--- src/hw/rtl/rope_pkg.sv ---
// rope_pkg: shared types, constants and constant tables for the rotary
// position embedding block. No dependencies.
package rope_pkg;

	localparam int DATA_W      = 16;
	localparam int POS_W       = 16;
	localparam int PAIR_W      = 7;
	localparam int BASE_W      = 20;
	localparam int HD_W        = 9;
	localparam int CFG_W       = 20;
	localparam int FREQ_W      = 31;
	localparam int FRAC_BITS   = 28;
	localparam int EXP_W       = 40;
	localparam int DIV_NUM_W   = 61;
	localparam int DIV_DEN_W   = 31;
	localparam int ANG_W       = 33;
	localparam int CX_W        = 33;
	localparam int CZ_W        = 20;
	localparam int CORDIC_STEPS = 17;
	localparam int QUEUE_DEPTH = 4;
	localparam int QPTR_W      = 2;
	localparam int QCNT_W      = 3;

	typedef logic cfg_idx_t;
	localparam cfg_idx_t CFG_FREQ_BASE = 1'b0;
	localparam cfg_idx_t CFG_HEAD_DIM  = 1'b1;

	localparam logic [BASE_W-1:0] BASE_RESET = 20'd10000;
	localparam logic [HD_W-1:0]   HD_RESET   = 9'd128;

	localparam logic [34:0] TWO_PI_Q30   = 35'd6746518852;
	localparam logic [34:0] FOUR_PI_Q30  = 35'd13493037704;
	localparam logic signed [ANG_W-1:0] PI_Q28      = 33'sd843314857;
	localparam logic signed [ANG_W-1:0] HALF_PI_Q28 = 33'sd421657428;
	localparam logic signed [ANG_W-1:0] TWO_PI_Q28  = 33'sd1686629713;
	localparam logic signed [CX_W-1:0]  CORDIC_GAIN = 33'sd652032874;

	// arctan(2^-i) in Q.16, index i
	localparam logic [CORDIC_STEPS-1:0][16:0] ATAN_Q16 = {
		17'd1, 17'd2, 17'd4, 17'd8, 17'd16, 17'd32, 17'd64, 17'd128, 17'd256,
		17'd512, 17'd1024, 17'd2047, 17'd4091, 17'd8150, 17'd16055, 17'd30386,
		17'd51472
	};

	typedef struct packed {
		logic [POS_W-1:0]         position;
		logic [PAIR_W-1:0]        pair_index;
		logic signed [DATA_W-1:0] first_value;
		logic signed [DATA_W-1:0] second_value;
	} rope_in_t;

	typedef struct packed {
		logic signed [DATA_W-1:0] rotated_first;
		logic signed [DATA_W-1:0] rotated_second;
		logic                     saturated;
	} rope_out_t;

	// one queued item: position, looked-up frequency and the pair
	typedef struct packed {
		logic [POS_W-1:0]         position;
		logic [FREQ_W-1:0]        freq;
		logic signed [DATA_W-1:0] first_value;
		logic signed [DATA_W-1:0] second_value;
	} rope_job_t;

	typedef struct packed {
		logic              we;
		logic [PAIR_W-1:0] addr;
		logic [FREQ_W-1:0] data;
	} rope_tbl_wr_t;

	function automatic logic [63:0] isqrt64(input logic [63:0] v);
		logic [63:0] r;
		logic [63:0] b;
		logic [63:0] x;
		r = '0;
		b = 64'h4000_0000_0000_0000;
		x = v;
		for (int k = 0; k < 32; k++) begin
			if (x >= r + b) begin
				x = x - (r + b);
				r = (r >> 1) + b;
			end else begin
				r = r >> 1;
			end
			b = b >> 2;
		end
		return r;
	endfunction

	// 2^(2^-(i+1)) in Q.30, each the truncated root of the one before
	function automatic logic [FRAC_BITS-1:0][FREQ_W-1:0] root_table();
		logic [63:0] root;
		logic [FRAC_BITS-1:0][FREQ_W-1:0] t;
		root = 64'd2 << 30;
		for (int i = 0; i < FRAC_BITS; i++) begin
			root = isqrt64(root << 30);
			t[i] = root[FREQ_W-1:0];
		end
		return t;
	endfunction

endpackage

--- src/hw/rtl/rope_front.sv ---
// rope_front: input handshake, frequency table lookup and the item queue
// that feeds the back end. Depends on rope_pkg.
module rope_front (
	input  logic                   clk,
	input  logic                   arst_n,
	input  logic                   item_valid,
	output logic                   item_ready,
	input  rope_pkg::rope_in_t     item,
	input  logic                   setup_busy,
	input  rope_pkg::rope_tbl_wr_t tbl_wr,
	output logic                   job_valid,
	output rope_pkg::rope_job_t    job,
	input  logic                   job_pop
);
	import rope_pkg::*;

	logic [FREQ_W-1:0] freq_mem [1 << PAIR_W];
	rope_job_t         q_mem [QUEUE_DEPTH];

	logic              valid_s1;
	rope_in_t          item_s1;
	logic [FREQ_W-1:0] freq_s1;
	logic [QPTR_W-1:0] wr_ptr_q;
	logic [QPTR_W-1:0] rd_ptr_q;
	logic [QCNT_W-1:0] count_q;
	logic              accept;
	logic              push;
	logic              pop;
	rope_job_t         job_s1;

	// room is counted for the item still at the lookup stage
	assign item_ready = !setup_busy &&
		(QCNT_W'(count_q + QCNT_W'(valid_s1)) < QCNT_W'(QUEUE_DEPTH));
	assign accept = item_valid && item_ready;
	assign push   = valid_s1;
	assign pop    = job_pop && (count_q != '0);

	always_ff @(posedge clk) begin
		if (tbl_wr.we)
			freq_mem[tbl_wr.addr] <= tbl_wr.data;
		if (accept) begin
			freq_s1 <= freq_mem[item.pair_index];
			item_s1 <= item;
		end
	end

	assign job_s1 = '{position: item_s1.position, freq: freq_s1,
		first_value: item_s1.first_value, second_value: item_s1.second_value};

	always_ff @(posedge clk) begin
		if (push)
			q_mem[wr_ptr_q] <= job_s1;
	end

	always_ff @(posedge clk or negedge arst_n) begin
		if (!arst_n) begin
			valid_s1 <= 1'b0;
			wr_ptr_q <= '0;
			rd_ptr_q <= '0;
			count_q  <= '0;
		end else begin
			valid_s1 <= accept;
			if (push)
				wr_ptr_q <= wr_ptr_q + 1'b1;
			if (pop)
				rd_ptr_q <= rd_ptr_q + 1'b1;
			count_q <= count_q + QCNT_W'(push) - QCNT_W'(pop);
		end
	end

	assign job_valid = count_q != '0;
	assign job       = q_mem[rd_ptr_q];

	a_count_bound: assert property (@(posedge clk) disable iff (!arst_n)
		count_q <= QCNT_W'(QUEUE_DEPTH))
		else $error("queue count past depth");
	a_no_overflow: assert property (@(posedge clk) disable iff (!arst_n)
		push |-> count_q != QCNT_W'(QUEUE_DEPTH))
		else $error("push into full queue");
	a_lookup_follows: assert property (@(posedge clk) disable iff (!arst_n)
		accept |=> valid_s1 && push)
		else $error("accepted item lost at lookup");

endmodule

--- config.mk ---
export PLATFORM = sky130hd
export DESIGN_NAME = rope_front
export DESIGN_NICKNAME = d
export VERILOG_FILES = /design/src/hw/rtl/rope_pkg.sv /design/src/hw/rtl/rope_front.sv
export SDC_FILE = /design/constraint.sdc
export NUM_CORES = 2
export LEC_CHECK = 0
export BUFFER_PORTS_ARGS = -buffer_cell sky130_fd_sc_hd__buf_2
export CAP_MARGIN = 20
export CORE_UTILIZATION = 45
export CTS_CLUSTER_SIZE = 12
export DETAILED_ROUTE_END_ITERATION = 8
export PLACE_DENSITY = 0.67
export SETUP_SLACK_MARGIN = 0.4
export SLEW_MARGIN = 30
export SYNTH_ARGS = -nofsm -noshare
export SYNTH_HDL_FRONTEND = slang
export SYNTH_MEMORY_MAX_BITS = 65536
export SYNTH_SLANG_ARGS = --single-unit
--- constraint.sdc ---
create_clock -name clk -period 4.3 [get_ports clk]
set_input_delay 0.86 -clock clk [delete_from_list [all_inputs] [get_ports clk]]
set_output_delay 0.86 -clock clk [all_outputs]
set_load 0.01 [all_outputs]
==> out/qor.csv <==
stage,metric,value,unit
cells_and_area,"commonest non-fill, non-tap cell in the layout",edfxtp_1,
worst_setup_path,cell chain of the critical path,buf_12 > mux4_2 > buf_2,
grt,first-pass GRT wire length,587000,um
timing,Slew Limit Fails,0,
place,gp weighted congestion,0.800,
clock_tree,clock root buffer,clkbuf_16,
run,Max Cap Violations,0,
clock_tree,Clock Sinks,4371,
synth,cell area after synthesis,165000,sq um
detailed_routing,Routed WL,420000,um
timing,worst hold margin,0.0719,ns
synth,Yosys top cell area share,79.4,%
worst_setup_path,slowest CP cell,dfrtp_4,
outcome,status,finished clean,
detailed_routing,WL/cell,35.0,um
timing,unrepaired setup endpoints after global routing,false,
detailed_routing,First-pass DRT Iterations,6,
worst_setup_path,Worst Reg-to-Reg Cells,4,
worst_setup_path,crit path launch type,register,
synth,Synth Area in Simple Gates,0.455,%
timing,period utilization,86.0,%
synth,Post-Synth Adder-Cell Area,0.0607,%
cells_and_area,fillcell total,27000,
floorplan,die width,607,um
power_and_ir_drop,pwr dens,469,nW/um^2
grt,initial antenna violation count,61,
grt,largest net degree at the start of global routing,129,
power_and_ir_drop,sequential power share,54.3,%
clock_tree,Longest Clk Path Bufs,4,
worst_setup_path,Worst EP arrival,2.84,ns
clock_tree,cts repair resizes,0,
worst_hold_path,HP Class,in2reg,
synth,ranking of synthesized cells by area,"edfxtp_1 79%, mux4_2 19%, clkbuf_1 0.44%",
synth,xor/xnor share of the synthesized area,0.0266,%
clock_tree,Post-CTS Setup Bufs,0,
power_and_ir_drop,Comb power frac,7.4,%
synth,compound-cell area share of the yosys netlist,0.00303,%
synth,Synth cell types,23,
grt,vias in the first global route,75700,
timing,max_slew headroom,31.6,%
power_and_ir_drop,Static Leak,0.0576,uW
cells_and_area,layout cells sized above 1,36.3,%
synth,dominant cell type by area after synthesis,edfxtp_1,
cells_and_area,P&R area growth vs syn,14.0,%
floorplan,Die Ht,607,um
worst_setup_path,reg2reg setup slack,1.45,ns
power_and_ir_drop,power share of the clock group,38.2,%
synth,"Seq/Total Area, Yosys",79.6,%
synth,largest family of logic cells by synthesized area,multiplexers,
worst_setup_path,CP required,3.44,ns
detailed_routing,Antenna Nets Post-Route,0,
clock_tree,cts bufs inserted,428,
clock_tree,clk_lat worst skew,0.97,ns
synth,mux cell area share after synthesis,19.1,%
timing,Worst Skew,0.0404,ns
timing,fmax,270,MHz
clock_tree,clk slew on worst S/H paths,0.06,ns
power_and_ir_drop,Internal,68800,uW
clock_tree,H-tree levels,5,
clock_tree,CTS tree,yes,
cells_and_area,Final nets,7085,
synth,Syn Area/Cell,26.2,sq um
timing,fin crit period,3.70,ns
grt,total gr overflow,0,
worst_hold_path,Hold Path End,item_s1[6]$_DFFE_PP_,
floorplan,I/O pin count,180,
clock_tree,CTS Hold Bufs,2,
cells_and_area,area occupied by multi-input gates,33400,sq um
power_and_ir_drop,Psw,19400,uW
worst_setup_path,crit path max fanout,31,
synth,Cells after Synth,6305,
place,IO Port Bufs,179,
cells_and_area,"commonest cells after routing, fill and taps aside","4,363 x edfxtp_1, 1,381 x mux4_2, 432 x clkbuf_16",
detailed_routing,vias,75100,
power_and_ir_drop,Peak supply drop,0.338,mV
worst_hold_path,Hold Startpoint,item[6],
synth,Ys Warns,0,
detailed_routing,initial drt markers,11000,
worst_setup_path,Setup crit end kind,primary output,
detailed_routing,via/cell ratio,6.26,
cells_and_area,fin util,51.7,%
floorplan,Die ar.,369000,sq um
cells_and_area,sequential cell area,131000,sq um
floorplan,core area,364000,sq um
place,dpl hpwl,233000,um
timing,Final Hold Viols,0,
timing,slew of the pin with the lowest slew margin,1.03,ns
worst_setup_path,worst r2r src,freq_mem[122][22]$_DFFE_PP_,
synth,register bit total from synthesis,4371,
floorplan,row count,221,
worst_setup_path,path type of the worst setup path,reg2out,
timing,endpoints failing setup,0,
worst_hold_path,WHS Path Cells,1,
floorplan,Initial Utilization,45.4,%
worst_setup_path,CP max stage delay,0.70,ns
grt,gr usage total,22.6,%
detailed_routing,# DRC,0,
synth,"Net Count, Synth",6412,
worst_setup_path,Worst R2R End,freq_s1[22]$_DFFE_PP_,
power_and_ir_drop,sw frac,22.0,%
==> power groups by stage <==
stage	sequential [uW]	combinational, uW	clock (uW)
floorplan	48500	3610	0
global placement	48700	6480	0
detailed placement	48800	6580	0
CTS	47900	6600	34100
global route	47900	6840	35600
finish	47900	6550	33700
==> synth_stat cells (all sizes together) <==
| master | count |
|---|---|
| nand2 | 16 |
| nand2b | 3 |
| edfxtp | 4363 |
| nand4 | 3 |
| xnor2 | 3 |
| or2 | 1 |
| ha | 8 |
| dfrtp | 8 |
| xor2 | 2 |
| o21ai | 1 |
| clkbuf | 195 |
| mux4 | 1381 |
| and2 | 6 |
| and3 | 1 |
| nor2 | 127 |
| nor2b | 8 |
| nor3 | 4 |
| mux2 | 31 |
| buf | 126 |
| inv | 7 |
| or3 | 1 |
| nand3 | 10 |
==> routing by layer <==
layer	global-route usage (%)	share of wire, %	routed length [um]
met1	32.1	38	161000
met2	35.8	48	200000
met3	4.98	11	47100
met4	5.75	2.7	11100
met5	0	0.048	202
==> area by class of cell <==
cell class              instances  share of cell area [%]
diodes                         14                  0.0186
clock buffers                 521                    5.93
clock inverters               114                   0.512
inverters                       7                  0.0140
multi-input cells            1606                    17.7
flip-flops and latches       4371                    69.8
well taps                    4794                    3.19
repair buffers                564                    2.83
==> flip-flops by register name, summed over array words and instances (netlist names) <==
name      count
q_mem       316
freq_s1      31
freq_mem   3968
rd_ptr_q      2
item_s1      48
count_q       3
wr_ptr_q      2
push          1
==> per-stage QoR <==
step	instance area, sq um	setup TNS [ns]	setup WS (ns)	total power [uW]	instances
4_1_cts	188000	0	0.469	88600	12000
5_1_grt	188000	0	0.451	90400	12000
6_report	188000	0	0.600	88100	12000
3_5_place_dp	176000	-0.0145	-0.0145	55400	11300
3_3_place_gp	176000	-0.00844	-0.00844	55200	11300
2_1_floorplan	165000	0	0.690	52100	6305
==> critical path, delay by kind of cell (launching register included) <==
kind	cells	cell delay [ns]
flops	1	0.70
mux	1	0.62
buf+inv	2	0.49
==> how the worst max path moves through the flow <==
| stage | cells after the start | startpoint | endpoint | slack, ns |
|---|---|---|---|---|
| CTS | 3 | rd_ptr_q[0]$_DFFE_PN0P_ | job[42] | 0.47 |
| global route | 3 | rd_ptr_q[0]$_DFFE_PN0P_ | job[42] | 0.45 |
| global placement | 7 | item[32] | freq_s1[7]$_DFFE_PP_ | -0.008 |
| detailed placement | 7 | item[32] | freq_s1[7]$_DFFE_PP_ | -0.01 |
| finish | 3 | rd_ptr_q[0]$_DFFE_PN0P_ | job[42] | 0.60 |
| floorplan | 6 | item[32] | freq_s1[0]$_DFFE_PP_ | 0.69 |
==> cells by family after synthesis <==
kind of cell	count (synthesis)
buf+inv	328
fa+ha+maj	8
simple gates	180
mux	1412
flops	4371
xor+xnor	5
compound gates	1
No activity file was read; power rests on OpenSTA's default activity.
